[config.mk]
export PLATFORM = sky130hd
export DESIGN_NAME = lru_key_value_cache_unit
export DESIGN_NICKNAME = d
export VERILOG_FILES = /design/src/rtl/lkvc_pkg.sv /design/src/rtl/lkvc_ctrl.sv /design/src/rtl/lkvc_dp.sv /design/src/rtl/lru_key_value_cache_unit.sv
export SDC_FILE = /design/constraint.sdc
export NUM_CORES = 2
export LEC_CHECK = 0
export BUFFER_PORTS_ARGS = -buffer_cell sky130_fd_sc_hd__buf_4
export CORE_MARGIN = 2
export CORE_UTILIZATION = 60
export DETAILED_ROUTE_END_ITERATION = 7
export PLACE_DENSITY_LB_ADDON = 0.12
export SLEW_MARGIN = 10
export SYNTH_ARGS = -nofsm -noshare
export SYNTH_HDL_FRONTEND = slang
export SYNTH_SLANG_ARGS = --single-unit
[constraint.sdc]
create_clock -name aclk -period 14.6 [get_ports aclk]
set_input_delay 1.46 -clock aclk [delete_from_list [all_inputs] [get_ports aclk]]
set_output_delay 1.46 -clock aclk [all_outputs]
set_load 0.03 [all_outputs]
[src/rtl/lkvc_pkg.sv]
// Shared types and constants for the LRU key/value cache.
package lkvc_pkg;

    localparam int ENTRIES = 16;
    localparam int IDX_W   = (ENTRIES > 1) ? $clog2(ENTRIES) : 1;
    localparam int CNT_W   = $clog2(ENTRIES + 1);
    localparam int CAP_W   = 5;
    localparam int CMP_W   = (CNT_W > CAP_W) ? CNT_W : CAP_W;
    localparam int KEY_W   = 32;
    localparam int VAL_W   = 32;

    localparam logic [CAP_W-1:0] CAP_RESET = CAP_W'(16);

    typedef enum logic {
        CMD_GET = 1'b0,
        CMD_SET = 1'b1
    } cmd_t;

    typedef struct packed {
        cmd_t                    cmd;
        logic signed [KEY_W-1:0] key;
        logic signed [VAL_W-1:0] value;
    } in_item_t;

    typedef struct packed {
        logic                    hit;
        logic signed [VAL_W-1:0] read_value;
    } out_item_t;

    typedef enum logic [1:0] {
        ST_IDLE = 2'd0,
        ST_CMP  = 2'd1,
        ST_UPD  = 2'd2
    } state_t;

    typedef struct packed {
        logic load;
        logic compare;
        logic update;
    } dp_cmd_t;

    typedef struct packed {
        logic is_get;
    } dp_stat_t;

endpackage

[src/rtl/lkvc_ctrl.sv]
// Controller state machine for the LRU key/value cache.
module lkvc_ctrl
    import lkvc_pkg::*;
(
    input  logic     aclk,
    input  logic     aresetn,
    input  logic     s_valid,
    output logic     s_ready,
    output logic     m_valid,
    input  logic     m_ready,
    input  dp_stat_t stat,
    output dp_cmd_t  cmd
);

    state_t state_reg, state_next;
    logic   out_valid_reg, out_valid_next;
    logic   can_finish;

    // Hold the update while a get result would overwrite an untaken one
    assign can_finish = !(stat.is_get && out_valid_reg && !m_ready);

    // Next state
    always_comb begin
        state_next = state_reg;
        unique case (state_reg)
            ST_IDLE: begin
                if (s_valid) state_next = ST_CMP;
            end
            ST_CMP: begin
                state_next = ST_UPD;
            end
            ST_UPD: begin
                if (can_finish) state_next = s_valid ? ST_CMP : ST_IDLE;
            end
            default: begin
                state_next = ST_IDLE;
            end
        endcase
    end

    // Outputs
    always_comb begin
        s_ready     = 1'b0;
        cmd.compare = 1'b0;
        cmd.update  = 1'b0;
        unique case (state_reg)
            ST_IDLE: begin
                s_ready = 1'b1;
            end
            ST_CMP: begin
                cmd.compare = 1'b1;
            end
            ST_UPD: begin
                s_ready    = can_finish;
                cmd.update = can_finish;
            end
            default: begin
                s_ready = 1'b0;
            end
        endcase
        cmd.load = s_valid && s_ready;
    end

    // Track the result register
    always_comb begin
        out_valid_next = out_valid_reg;
        if (cmd.update && stat.is_get) out_valid_next = 1'b1;
        else if (m_ready)              out_valid_next = 1'b0;
    end

    always_ff @(posedge aclk) begin
        if (!aresetn) begin
            state_reg     <= ST_IDLE;
            out_valid_reg <= 1'b0;
        end else begin
            state_reg     <= state_next;
            out_valid_reg <= out_valid_next;
        end
    end

    assign m_valid = out_valid_reg;

endmodule

[src/rtl/lkvc_dp.sv]
// Datapath for the LRU key/value cache: entry cells, recency ranks and result register.
module lkvc_dp
    import lkvc_pkg::*;
(
    input  logic             aclk,
    input  logic             aresetn,
    input  logic             cfg_valid,
    input  logic [CAP_W-1:0] cfg_data,
    input  in_item_t         s_item,
    output out_item_t        m_item,
    input  dp_cmd_t          cmd,
    output dp_stat_t         stat
);

    logic [CAP_W-1:0] cap_reg;
    in_item_t         item_reg;
    out_item_t        out_reg;

    logic [KEY_W-1:0] key_reg  [ENTRIES];
    logic [VAL_W-1:0] val_reg  [ENTRIES];
    logic [IDX_W-1:0] rank_reg [ENTRIES];
    logic [ENTRIES-1:0] valid_reg;
    logic [CNT_W-1:0]   fill_reg;

    logic [KEY_W-1:0] key_next  [ENTRIES];
    logic [VAL_W-1:0] val_next  [ENTRIES];
    logic [IDX_W-1:0] rank_next [ENTRIES];
    logic [ENTRIES-1:0] valid_next;
    logic [CNT_W-1:0]   fill_next;

    logic [ENTRIES-1:0] match_reg;
    logic               hit_reg;

    logic [CMP_W-1:0]   cap_ext;
    logic [CMP_W-1:0]   eff_cap;
    logic               need_evict;
    logic [CNT_W-1:0]   fill_dec;
    logic [IDX_W-1:0]   oldest_rank;
    logic [ENTRIES-1:0] victim_vec;
    logic [ENTRIES-1:0] valid_after;
    logic [ENTRIES-1:0] free_vec;
    logic [IDX_W-1:0]   hit_rank;
    logic [VAL_W-1:0]   hit_val;

    // Compare a key against every cell
    function automatic logic [ENTRIES-1:0] compare_vec(input logic [KEY_W-1:0] k);
        logic [ENTRIES-1:0] v;
        for (int i = 0; i < ENTRIES; i++) v[i] = (key_reg[i] == k);
        return v;
    endfunction

    // Clamp the capacity to 1 .. ENTRIES
    always_comb begin
        cap_ext = CMP_W'(cap_reg);
        if (cap_reg == '0)                    eff_cap = CMP_W'(1);
        else if (cap_ext > CMP_W'(ENTRIES))   eff_cap = CMP_W'(ENTRIES);
        else                                  eff_cap = cap_ext;
        need_evict = CMP_W'(fill_reg) >= eff_cap;
    end

    // Pick the oldest entry and the lowest free slot once it is gone
    always_comb begin
        fill_dec    = fill_reg - CNT_W'(1);
        oldest_rank = fill_dec[IDX_W-1:0];
        for (int i = 0; i < ENTRIES; i++) begin
            victim_vec[i] = need_evict && valid_reg[i] && (rank_reg[i] == oldest_rank);
        end
        valid_after = valid_reg & ~victim_vec;
        free_vec    = ~valid_after & (valid_after + ENTRIES'(1));
    end

    // Read rank and value of the matching cell
    always_comb begin
        hit_rank = '0;
        hit_val  = '0;
        for (int i = 0; i < ENTRIES; i++) begin
            if (match_reg[i]) begin
                hit_rank = hit_rank | rank_reg[i];
                hit_val  = hit_val  | val_reg[i];
            end
        end
    end

    // Work out the next contents of every cell
    always_comb begin
        valid_next = valid_reg;
        fill_next  = fill_reg;
        for (int i = 0; i < ENTRIES; i++) begin
            key_next[i]  = key_reg[i];
            val_next[i]  = val_reg[i];
            rank_next[i] = rank_reg[i];
        end
        if (cmd.update) begin
            if (hit_reg) begin
                // promote the matching entry, younger ones age by one
                for (int i = 0; i < ENTRIES; i++) begin
                    if (match_reg[i]) begin
                        rank_next[i] = '0;
                        if (item_reg.cmd == CMD_SET) val_next[i] = item_reg.value;
                    end else if (valid_reg[i] && (rank_reg[i] < hit_rank)) begin
                        rank_next[i] = rank_reg[i] + IDX_W'(1);
                    end
                end
            end else if (item_reg.cmd == CMD_SET) begin
                // drop the oldest if full, age the rest, insert as most recent
                for (int i = 0; i < ENTRIES; i++) begin
                    if (free_vec[i]) begin
                        key_next[i]   = item_reg.key;
                        val_next[i]   = item_reg.value;
                        rank_next[i]  = '0;
                        valid_next[i] = 1'b1;
                    end else if (valid_after[i]) begin
                        rank_next[i]  = rank_reg[i] + IDX_W'(1);
                    end else begin
                        rank_next[i]  = '0;
                        valid_next[i] = 1'b0;
                    end
                end
                fill_next = fill_reg - CNT_W'(need_evict) + CNT_W'(1);
            end
        end
    end

    // Control state of the cells
    always_ff @(posedge aclk) begin
        if (!aresetn) begin
            cap_reg   <= CAP_RESET;
            valid_reg <= '0;
            fill_reg  <= '0;
            for (int i = 0; i < ENTRIES; i++) rank_reg[i] <= '0;
        end else begin
            if (cfg_valid) cap_reg <= cfg_data;
            valid_reg <= valid_next;
            fill_reg  <= fill_next;
            for (int i = 0; i < ENTRIES; i++) rank_reg[i] <= rank_next[i];
        end
    end

    // Payload: item, compare result, stores and result
    always_ff @(posedge aclk) begin
        if (cmd.load) item_reg <= s_item;
        if (cmd.compare) begin
            for (int i = 0; i < ENTRIES; i++) begin
                match_reg[i] <= valid_reg[i] && (key_reg[i] == item_reg.key);
            end
            hit_reg <= |(valid_reg & compare_vec(item_reg.key));
        end
        for (int i = 0; i < ENTRIES; i++) begin
            key_reg[i] <= key_next[i];
            val_reg[i] <= val_next[i];
        end
        if (cmd.update && (item_reg.cmd == CMD_GET)) begin
            out_reg.hit        <= hit_reg;
            out_reg.read_value <= hit_reg ? hit_val : '0;
        end
    end

    assign stat.is_get = (item_reg.cmd == CMD_GET);
    assign m_item      = out_reg;

endmodule

[src/rtl/lru_key_value_cache_unit.sv]
// Top level of the LRU key/value cache: controller and datapath.
//
//   channel | ports                       | moves
//   --------+-----------------------------+---------------------------------
//   input   | s_valid s_ready s_item      | one get or set item
//   result  | m_valid m_ready m_item      | hit flag and value, one per get
//   config  | cfg_valid cfg_ready cfg_data| capacity register write
//
// Each item passes through a compare of the key in all 16 cells, then the
// recency update with move-to-front; the next item enters in the update cycle.
// The update of a get waits while the result register still holds an untaken item.
// Reset (aresetn low, synchronous) clears valid marks, ranks, fill count and
// sets the capacity to 16. Configuration writes are always taken.
module lru_key_value_cache_unit
    import lkvc_pkg::*;
(
    input  logic             aclk,
    input  logic             aresetn,
    input  logic             s_valid,
    output logic             s_ready,
    input  in_item_t         s_item,
    output logic             m_valid,
    input  logic             m_ready,
    output out_item_t        m_item,
    input  logic             cfg_valid,
    output logic             cfg_ready,
    input  logic [CAP_W-1:0] cfg_data
);

    dp_cmd_t  dp_cmd;
    dp_stat_t dp_stat;

    assign cfg_ready = 1'b1;

    lkvc_ctrl u_ctrl (
        .aclk    (aclk),
        .aresetn (aresetn),
        .s_valid (s_valid),
        .s_ready (s_ready),
        .m_valid (m_valid),
        .m_ready (m_ready),
        .stat    (dp_stat),
        .cmd     (dp_cmd)
    );

    lkvc_dp u_dp (
        .aclk      (aclk),
        .aresetn   (aresetn),
        .cfg_valid (cfg_valid),
        .cfg_data  (cfg_data),
        .s_item    (s_item),
        .m_item    (m_item),
        .cmd       (dp_cmd),
        .stat      (dp_stat)
    );

endmodule
After elaboration in Yosys (flattened, before gate mapping)
Memory sizes are Yosys's and may differ from the RTL's.
Index checks and enable logic that the tools add are counted.

cells by class
  $lt $le $gt $ge = 18
  reduce and logical (&&, ||, !) cells = 92
  equality and inequality tests = 52
  bitwise operators = 53
  muxes and demuxes = 230
  $add $sub $neg = 20

operators by type and width
  kind                                                   count
  2-to-1 mux 512 bit                                     6
  2-to-1 mux 32 bit                                      80
  == test 32 bit                                         16
  bitwise OR 32 bit                                      15
  2-to-1 mux 4 bit                                       96
  2-to-1 mux 64 bit                                      3
  logical AND 1 bit                                      68
  adder 4 x 1 -> 4 bit (second input constant)           16
  == test 4 bit                                          16
  < comparator 4 bit                                     16
  AND reduction 4 bit                                    16
  bitwise OR 4 bit                                       15
  bitwise AND 16 bit                                     3
  2-to-1 mux 1 bit                                       39
  != test 2 bit (second input constant)                  18
  NOT 16 bit                                             2
  adder 16 x 1 -> 16 bit (second input constant)         1
  bitwise OR 1 bit                                       16
  OR reduction 16 bit                                    1
  2-to-1 mux 5 bit                                       2
  case mux 2 bit (3 select lines)                        1
  adder 5 x 1 -> 5 bit (second input constant)           1
  >= comparator 5 bit                                    1
  greater-than comparator 5 bit (second input constant)  1
  13 further kinds                                       16

storage, ports and cells
  bits in registers = 144
  memories kept = 3
  output and inout port bits = 36
  memory bits (writable) = 1,088

memory list
  memory         words  bits a word  rd ports  clocked after Yosys merged registers in  write ports  RTL line       source
  u_dp.key_reg   16     32           16        0                                        16           lkvc_dp.sv:19  logic [KEY_W-1:0] key_reg [ENTRIES];
  u_dp.val_reg   16     32           16        0                                        16           lkvc_dp.sv:20  logic [VAL_W-1:0] val_reg [ENTRIES];
  u_dp.rank_reg  16     4            16        0                                        16           lkvc_dp.sv:21  logic [IDX_W-1:0] rank_reg [ENTRIES];

Logic depth before layout (Yosys ltp)
Gate-level depths: netlist (run 1).
An unclocked memory read counts as a cell.

  word-level depth = 39
  depth in mapped cells = 17

Hierarchy
Synthesis (run 1) repeated with hierarchy kept, for this count alone.

unflattened totals
  cell total of the unflattened synthesis = 3,236
  area, all modules = 50,897.6 um^2

by module, submodules not included
  module                    sequential area each (um^2)  area each (um^2)  times used  cells each
  lkvc_dp                   36,004.5                     50,726.2          1           3,217
  lkvc_ctrl                 60.1                         160.2             1           17
  lru_key_value_cache_unit  0.0                          11.3              1           2

Worst setup path before layout (run 1)
No wires, ideal clock.

  path kind = register -> register
  from = reg, netlist name u_dp.fill_reg[0]
  to = mem u_dp.key_reg[15][0], in the netlist u_dp.key_reg[1][224], enable pin
  period minus slack after synthesis = 6,719 ps
  stages on the path, launching flop included = 14
  buffers on the path = 4
  arrival = 6,218 ps
  setup slack = 7,881 ps
  path through = dfxtp_1 -> buf_6 -> buf_1 -> inv_1 -> ha_1 -> clkbuf_1 -> buf_2 -> xnor2_1 -> nor2_1 -> a32oi_1 -> a41oi_2 -> nor4_2 -> nand2_1 -> nor4_1

RTL lines
  item              RTL line
  end: declaration  lkvc_dp.sv:19

==> results.ini, run 1 <==
[run_status]
outcome=finished clean

[worst_hold_path]
worst_hold_path.endpoint=u_dp.fill_reg[4]
worstHoldPathCells=2
worst_min_delay_path_startpoint=u_dp.fill_reg[4]
worstHoldPathType=reg2reg

[power_and_ir_drop]
p_leak_nw=18.5
power_switching_mw=1.55
p_clk_frac=0.416
cellInternalPower_mw=5.67
power.switching_fraction=0.215
comb_power_share=0.042
vdd_drop_max_uv=111
finalPower_mw=7.22
p_seq_frac=0.542
power_per_standard_cell_area_nw_per_um2=127

[finish]
finish.net_count=3552
seqCellArea_um2=36100
fin_util=0.680
area_delta_synth_final_pct=12.3
layout-drive-gt1-share=0.118
stdcell_area_um2=56800
mostFrequentLayoutCells=sky130_fd_sc_hd__edfxtp_1, sky130_fd_sc_hd__xnor2_1, sky130_fd_sc_hd__buf_4, sky130_fd_sc_hd__nand4_1, sky130_fd_sc_hd__clkbuf_16
fillCellCount=5547
antenna-diode-count=0
finalNonFillerCells=4580
final_common_cell=sky130_fd_sc_hd__edfxtp_1
multi_input_comb_area_um2=14000

[timing]
grt_setup_unrepaired=false
max_freq_mhz=168
fin_worst_skew_ns=0.0910
timing_worst_slew_pin_value_ns=1.31
timing.hold.ws_ns=0.505
report.final.setup_viol=0
max-slew-margin-rel=0.115
fin_ws_ns=8.66
setup_tns_final_ns=0
fin_crit_ns=5.94
min_period_over_period=0.407
final-max-slew-violation-count=0
hold_violations_final=0

[worst_setup_path]
critPathLaunchType=flip-flop
critPathKind=reg2reg
critical_path.max_fanout=34
crit-reg2reg-launch=u_dp.fill_reg[0]
reg2reg_depth=9
worst_setup_ep_type=flip-flop
cp_data_required_time_ns=14.88
cp.arrival_ns=6.22
r2r-end=u_dp.val_reg[2][90]
reg2reg_setup_slack_ns=8.66

[floorplan]
initial_standard_cell_utilization_of_the_core=0.606
num_rows=106
io_pins=111
die_y_um=294
core_area_um2=83600
die_w_um=294
dieArea_um2=86700

[grt]
total_overflow_reported_by_the_global_router=0
grt_antenna_before_repair=1
vias_in_the_first_global_route=30165
grt_pass1_wl_mm=196
largest_net_degree_at_the_start_of_global_routing=51
track_usage=0.310

[clock_network]
clockBufferDepth=3
clock_tree.root_cell=sky130_fd_sc_hd__clkbuf_16
post_cts_resize_count=0
postCtsSetupBuffers=0
tritoncts_num_sinks=1232
clock_network_latency_to_the_later_pin_of_the_worst_skew_pair_ns=0.74
hold_buffers=0
clk_pin_slew_ns=0.06
clock_tree_from_tritoncts=built
number_of_buffers_created_by_cts=121
htree_num_levels=3

[yosys]
netlist_area_um2=50600
synth_edf_count=1139
synth_ff_type=sky130_fd_sc_hd__edfxtp_1
ys_types=68
yosysSeqAreaShare=0.712
synth.ff_latch_count=1232
ys_warn_count=0
ffs_w_async_s_r_synth=0
synthesis.instances=3243
post_synth.cell_area_avg_um2=15.6
synth.net_count=3394

[drt]
wire_length_per_cell_um=29.1
drc_errors=0
drtPass1Iterations=6
drt_first_iter_violations=3452
drt-vias-per-instance=6.61
route.vias.total=30272
final_antenna_net_count=0
drt_total_wl_mm=133

[placed_design]
dp_hpwl_mm=76.8
place_area_um2=53000
dpl.cell_count=4358
pre_cts_ws_ns=8.66
port_buffers=109
finalWeightedCongestion=0.970

[job]
max_cap_violations=0

==> critical path, cell delays in order, from the launching register on <==
cell                      delay, ns
sky130_fd_sc_hd__dfxtp_1       1.13
sky130_fd_sc_hd__inv_1         0.17
sky130_fd_sc_hd__ha_1          0.36
sky130_fd_sc_hd__xnor2_2       0.80
sky130_fd_sc_hd__xor2_1        0.22
sky130_fd_sc_hd__a32oi_2       0.37
sky130_fd_sc_hd__a41oi_2       0.22
sky130_fd_sc_hd__or3_1         0.53
sky130_fd_sc_hd__nor2_4        0.77
sky130_fd_sc_hd__a21o_2        0.97
==> cell usage after synthesis, types with 4 or more instances <==
| library cell | number | area, um^2 |
|---|---|---|
| sky130_fd_sc_hd__xnor2_1 | 442 | 3870 |
| sky130_fd_sc_hd__nor4_1 | 58 | 363 |
| sky130_fd_sc_hd__inv_1 | 28 | 105 |
| sky130_fd_sc_hd__a221oi_1 | 101 | 885 |
| sky130_fd_sc_hd__nand4_1 | 125 | 782 |
| sky130_fd_sc_hd__edfxtp_1 | 1139 | 34200 |
| sky130_fd_sc_hd__nor2b_1 | 11 | 68.8 |
| sky130_fd_sc_hd__a22o_1 | 102 | 893 |
| sky130_fd_sc_hd__buf_1 | 20 | 75.1 |
| sky130_fd_sc_hd__a31oi_1 | 72 | 450 |
| sky130_fd_sc_hd__xor3_1 | 4 | 95.1 |
| sky130_fd_sc_hd__or3_1 | 6 | 37.5 |
| sky130_fd_sc_hd__ha_1 | 76 | 951 |
| sky130_fd_sc_hd__a22oi_1 | 88 | 661 |
| sky130_fd_sc_hd__dfxtp_1 | 93 | 1860 |
| sky130_fd_sc_hd__a211oi_1 | 16 | 120 |
| sky130_fd_sc_hd__o211ai_1 | 13 | 97.6 |
| sky130_fd_sc_hd__nor2_1 | 62 | 233 |
| sky130_fd_sc_hd__mux2i_1 | 5 | 50.1 |
| sky130_fd_sc_hd__o21a_1 | 12 | 90.1 |
| sky130_fd_sc_hd__buf_2 | 4 | 20.0 |
| sky130_fd_sc_hd__nand2b_1 | 31 | 194 |
| sky130_fd_sc_hd__nor3_1 | 11 | 55.1 |
| sky130_fd_sc_hd__nand3_1 | 79 | 395 |
| sky130_fd_sc_hd__o21ai_0 | 50 | 250 |
| sky130_fd_sc_hd__xor2_1 | 116 | 1020 |
| sky130_fd_sc_hd__o21ai_1 | 4 | 20.0 |
| sky130_fd_sc_hd__nand2_1 | 116 | 435 |
| sky130_fd_sc_hd__xnor3_1 | 16 | 360 |
| sky130_fd_sc_hd__and3_1 | 39 | 244 |
| sky130_fd_sc_hd__a21o_1 | 9 | 67.6 |
| sky130_fd_sc_hd__or4_1 | 5 | 37.5 |
| sky130_fd_sc_hd__nand3b_1 | 27 | 203 |
| sky130_fd_sc_hd__nand4b_1 | 15 | 131 |
| sky130_fd_sc_hd__a21oi_1 | 54 | 270 |
| sky130_fd_sc_hd__clkbuf_1 | 137 | 514 |
| sky130_fd_sc_hd__and2_1 | 12 | 75.1 |
| sky130_fd_sc_hd__o31ai_1 | 4 | 30.0 |
==> how the worst max path moves through the flow <==
stage	startpoint	to	slack, ns	cells after the start
after floorplan	u_dp.fill_reg[0]	u_dp.key_reg[1][224]	7.88	13
after global placement	u_dp.fill_reg[0]	u_dp.val_reg[2][82]	8.81	9
after detailed placement	u_dp.fill_reg[0]	u_dp.val_reg[2][75]	8.66	9
after CTS	u_dp.fill_reg[0]	u_dp.val_reg[2][90]	8.70	9
after global routing	u_dp.fill_reg[0]	u_dp.val_reg[2][90]	8.35	9
final	u_dp.fill_reg[0]	u_dp.val_reg[2][90]	8.66	9
==> power groups by stage <==
stage	combinational, mW	clock, mW	sequential (mW)
floorplan	0.169	0	3.99
global placement	0.294	0	3.98
detailed placement	0.302	0	3.99
CTS	0.303	3.03	3.91
global route	0.323	3.17	3.92
finish	0.304	3.00	3.91
==> per-layer routing <==
layer,routed length (um),GRT usage,up-vias
met5,9,0,-
met4,4570,0.109,2
met3,12100,0.0494,301
met2,62900,0.493,1638
met1,53700,0.439,15407
li1,-,-,12924
==> cells by family (layout without fill, tap and decap cells) <==
kind of cell / after synthesis / after routing / share of synthesized area
other: 1 / 1 / 0.0000741
flip-flops: 1232 / 1232 / 0.712
multiplexers: 5 / 5 / 0.000989
buffers and inverters: 194 / 451 / 0.0149
adder cells (fa/ha/maj): 76 / 76 / 0.0188
AND/OR/NAND/NOR: 612 / 612 / 0.0671
AO/OA/AOI/OAI: 545 / 545 / 0.0802
XOR/XNOR: 578 / 578 / 0.106
==> area by class of cell <==
type / count / area share
multi-input combinational: 1817 / 0.246
inverter: 29 / 0.00191
clock inverter: 75 / 0.0129
sequential: 1232 / 0.634
timing repair buffer: 200 / 0.0264
clock buffer: 147 / 0.0550
tap: 1080 / 0.0238
(Power assumes the default switching activity.)
==> run 2, diff against run 1 <==
==> constraint.sdc (replaced) <==
create_clock -name aclk -period 6.2 [get_ports aclk]
set_input_delay 0.62 -clock aclk [delete_from_list [all_inputs] [get_ports aclk]]
set_output_delay 0.62 -clock aclk [all_outputs]
set_load 0.03 [all_outputs]
==> results.ini, run 2 (synthesized netlist as in run 1, its figures left out) <==
[floorplan]
die_w_um=294  ; unchanged
io_pins=111  ; unchanged
die_y_um=294  ; unchanged
initial_standard_cell_utilization_of_the_core=0.606  ; unchanged
core_area_um2=83600  ; unchanged
num_rows=106  ; unchanged
dieArea_um2=86700  ; unchanged

[grt]
vias_in_the_first_global_route=29889  ; -0.91%
grt_pass1_wl_mm=196  ; +0.13%
track_usage=0.311  ; +0.00158
total_overflow_reported_by_the_global_router=0  ; unchanged
grt_antenna_before_repair=1  ; unchanged
largest_net_degree_at_the_start_of_global_routing=44  ; -14%

[clock_network]
clock_tree.root_cell=sky130_fd_sc_hd__clkbuf_16
htree_num_levels=3  ; unchanged
hold_buffers=0  ; unchanged
clock_network_latency_to_the_later_pin_of_the_worst_skew_pair_ns=0.73  ; about the same
postCtsSetupBuffers=0  ; unchanged
number_of_buffers_created_by_cts=119  ; -1.7%
tritoncts_num_sinks=1232  ; unchanged
clockBufferDepth=3  ; unchanged
post_cts_resize_count=0  ; unchanged
clock_tree_from_tritoncts=built
clk_pin_slew_ns=0.06  ; about the same

[power_and_ir_drop]
cellInternalPower_mw=13.5  ; +140%
power_switching_mw=3.67  ; +140%
power.switching_fraction=0.214  ; -0.000975
p_leak_nw=18.6  ; +0.74%
comb_power_share=0.040  ; -0.002
p_clk_frac=0.420  ; +0.004
p_seq_frac=0.540  ; -0.002
power_per_standard_cell_area_nw_per_um2=301  ; +140%
vdd_drop_max_uv=260  ; +130%

[finish]
finish.net_count=3564  ; +0.34%
mostFrequentLayoutCells=sky130_fd_sc_hd__edfxtp_1, sky130_fd_sc_hd__xnor2_1, sky130_fd_sc_hd__buf_4, sky130_fd_sc_hd__nand4_1, sky130_fd_sc_hd__clkbuf_16
area_delta_synth_final_pct=12.6
antenna-diode-count=0  ; unchanged
layout-drive-gt1-share=0.124  ; +0.00579
finalNonFillerCells=4594  ; +0.31%
final_common_cell=sky130_fd_sc_hd__edfxtp_1

[timing]
report.final.setup_viol=0  ; unchanged
max_freq_mhz=199  ; +18%
setup_tns_final_ns=0  ; unchanged
fin_ws_ns=1.18  ; -7.49 ns
min_period_over_period=0.810  ; +0.404
fin_crit_ns=5.02  ; -0.912 ns
fin_worst_skew_ns=0.0938  ; +0.00283 ns
final-max-slew-violation-count=0  ; unchanged
hold_violations_final=0  ; unchanged
grt_setup_unrepaired=false
max-slew-margin-rel=0.124  ; +0.00858
timing_worst_slew_pin_value_ns=1.30  ; -0.0110 ns

[worst_setup_path]
reg2reg_setup_slack_ns=1.18  ; -7.49 ns
crit_chain=buf_4, inv_1, ha_1, xnor2_2, xor2_1, a32oi_2, a41oi_2, nor4_2, and2_1, buf_4, a21o_2
timing.critical_path.max_delay_family=compound AO/OA/AOI/OAI gates
cp_bufs_invs=3  ; +2
cp.arrival_ns=5.32  ; -0.90 ns
reg2reg_depth=11  ; +2
path_common_cell=sky130_fd_sc_hd__buf_4
max_stage_delay_ns=0.89  ; -0.24 ns
critPathKind=reg2reg
critPathLaunchType=flip-flop
worst_setup_ep_type=flip-flop
cp_data_required_time_ns=6.50  ; -8.38 ns
critical_path.max_fanout=33  ; -2.9%
slowest_stage_cell_crit_path=sky130_fd_sc_hd__a21o_2
r2r-end=u_dp.val_reg[3][24]
crit-reg2reg-launch=u_dp.fill_reg[0]

[drt]
wire_length_per_cell_um=29.2  ; +0.47%
drc_errors=0  ; unchanged
drt-vias-per-instance=6.62  ; +0.16%
route.vias.total=30414  ; +0.47%
final_antenna_net_count=0  ; unchanged
drt_first_iter_violations=3712  ; +7.5%
drt_total_wl_mm=134  ; +0.77%
drtPass1Iterations=6  ; unchanged

[placed_design]
dp_hpwl_mm=80.6  ; +4.9%
dpl.cell_count=4372  ; +0.32%
pre_cts_ws_ns=1.25  ; -7.41 ns
finalWeightedCongestion=0.989  ; +2.0%
port_buffers=109  ; unchanged

[run_status]
outcome=finished clean

[worst_hold_path]
worst_min_delay_path_startpoint=s_item[5]
worstHoldPathType=in2reg
worst_hold_path.endpoint=u_dp.item_reg[5]
worstHoldPathCells=1  ; -1

[job]
max_cap_violations=0  ; unchanged

==> run 2: changes by cell type in the layout (fill, tap and decap cells not counted), moves of 2 or more <==
cell and delta:
sky130_fd_sc_hd__clkinv_8 -3, sky130_fd_sc_hd__buf_4 +13, sky130_fd_sc_hd__clkbuf_1 -2, sky130_fd_sc_hd__clkinv_1 -6
sky130_fd_sc_hd__bufinv_16 +4, sky130_fd_sc_hd__clkinv_2 +13, sky130_fd_sc_hd__clkinvlp_4 -4
==> run 2: power by group through the flow <==
stage | registers (mW) | logic (mW) | clock network [mW]
after global routing | 9.25 | 0.734 | 7.57
after global placement | 9.42 | 0.667 | 0
after detailed placement | 9.42 | 0.685 | 0
final | 9.25 | 0.693 | 7.20
after CTS | 9.25 | 0.689 | 7.28
after floorplan | 9.39 | 0.399 | 0
==> run 2: through the flow <==
step / instance area, um^2 / utilization / power [mW] / hold WS, ns
after detailed placement: 53100 / 0.636 / 10.1 / 0.484
after global routing: 57000 / 0.682 / 17.6 / 0.0568
final: 57000 / 0.682 / 17.1 / 0.0664
after CTS: 57000 / 0.682 / 17.2 / 0.0377
after global placement: 53100 / 0.636 / 10.1 / 0.478
after floorplan: 50600 / - / 9.79 / 0.456
==> run 2: worst max-delay path by stage <==
stage | start | endpoint | slack [ns] | cells after the start
finish | u_dp.fill_reg[0] | u_dp.val_reg[3][24] | 1.18 | 11
floorplan | u_dp.fill_reg[0] | u_dp.val_reg[3][32] | 0.37 | 13
CTS | u_dp.fill_reg[0] | u_dp.val_reg[3][24] | 1.23 | 11
global route | u_dp.fill_reg[0] | u_dp.val_reg[3][24] | 0.93 | 11
detailed placement | u_dp.fill_reg[2] | u_dp.val_reg[2][36] | 1.25 | 10
global placement | u_dp.fill_reg[0] | u_dp.val_reg[3][22] | 1.33 | 11
==> run 2: layout make-up <==
class	instances	area (um^2)
Sequential cell	1232	36100
Fill cell	5537	26500
Multi-Input combinational cell	1817	14000
Clock buffer	144	3090
Timing Repair Buffer	214	1620
Tap cell	1080	1350
Clock inverter	78	813
Inverter	29	109
==> run 2: metal layers <==
metal,GRT usage,part of all wire,vias up
li1,-,-,12950
met1,0.460,0.42,15528
met2,0.480,0.46,1701
met3,0.0547,0.099,235
met4,0.0916,0.026,0
met5,0,0,-
==> run 2: worst reg2reg max path: cells and delay by family (launching register included) <==
kind,cells,cell delay [ns]
AO/OA/AOI/OAI,3,1.48
buffers and inverters,3,0.84
XOR/XNOR,2,0.84
AND/OR/NAND/NOR,2,0.82
adder cells (fa/ha/maj),1,0.32
flip-flops,1,0.31
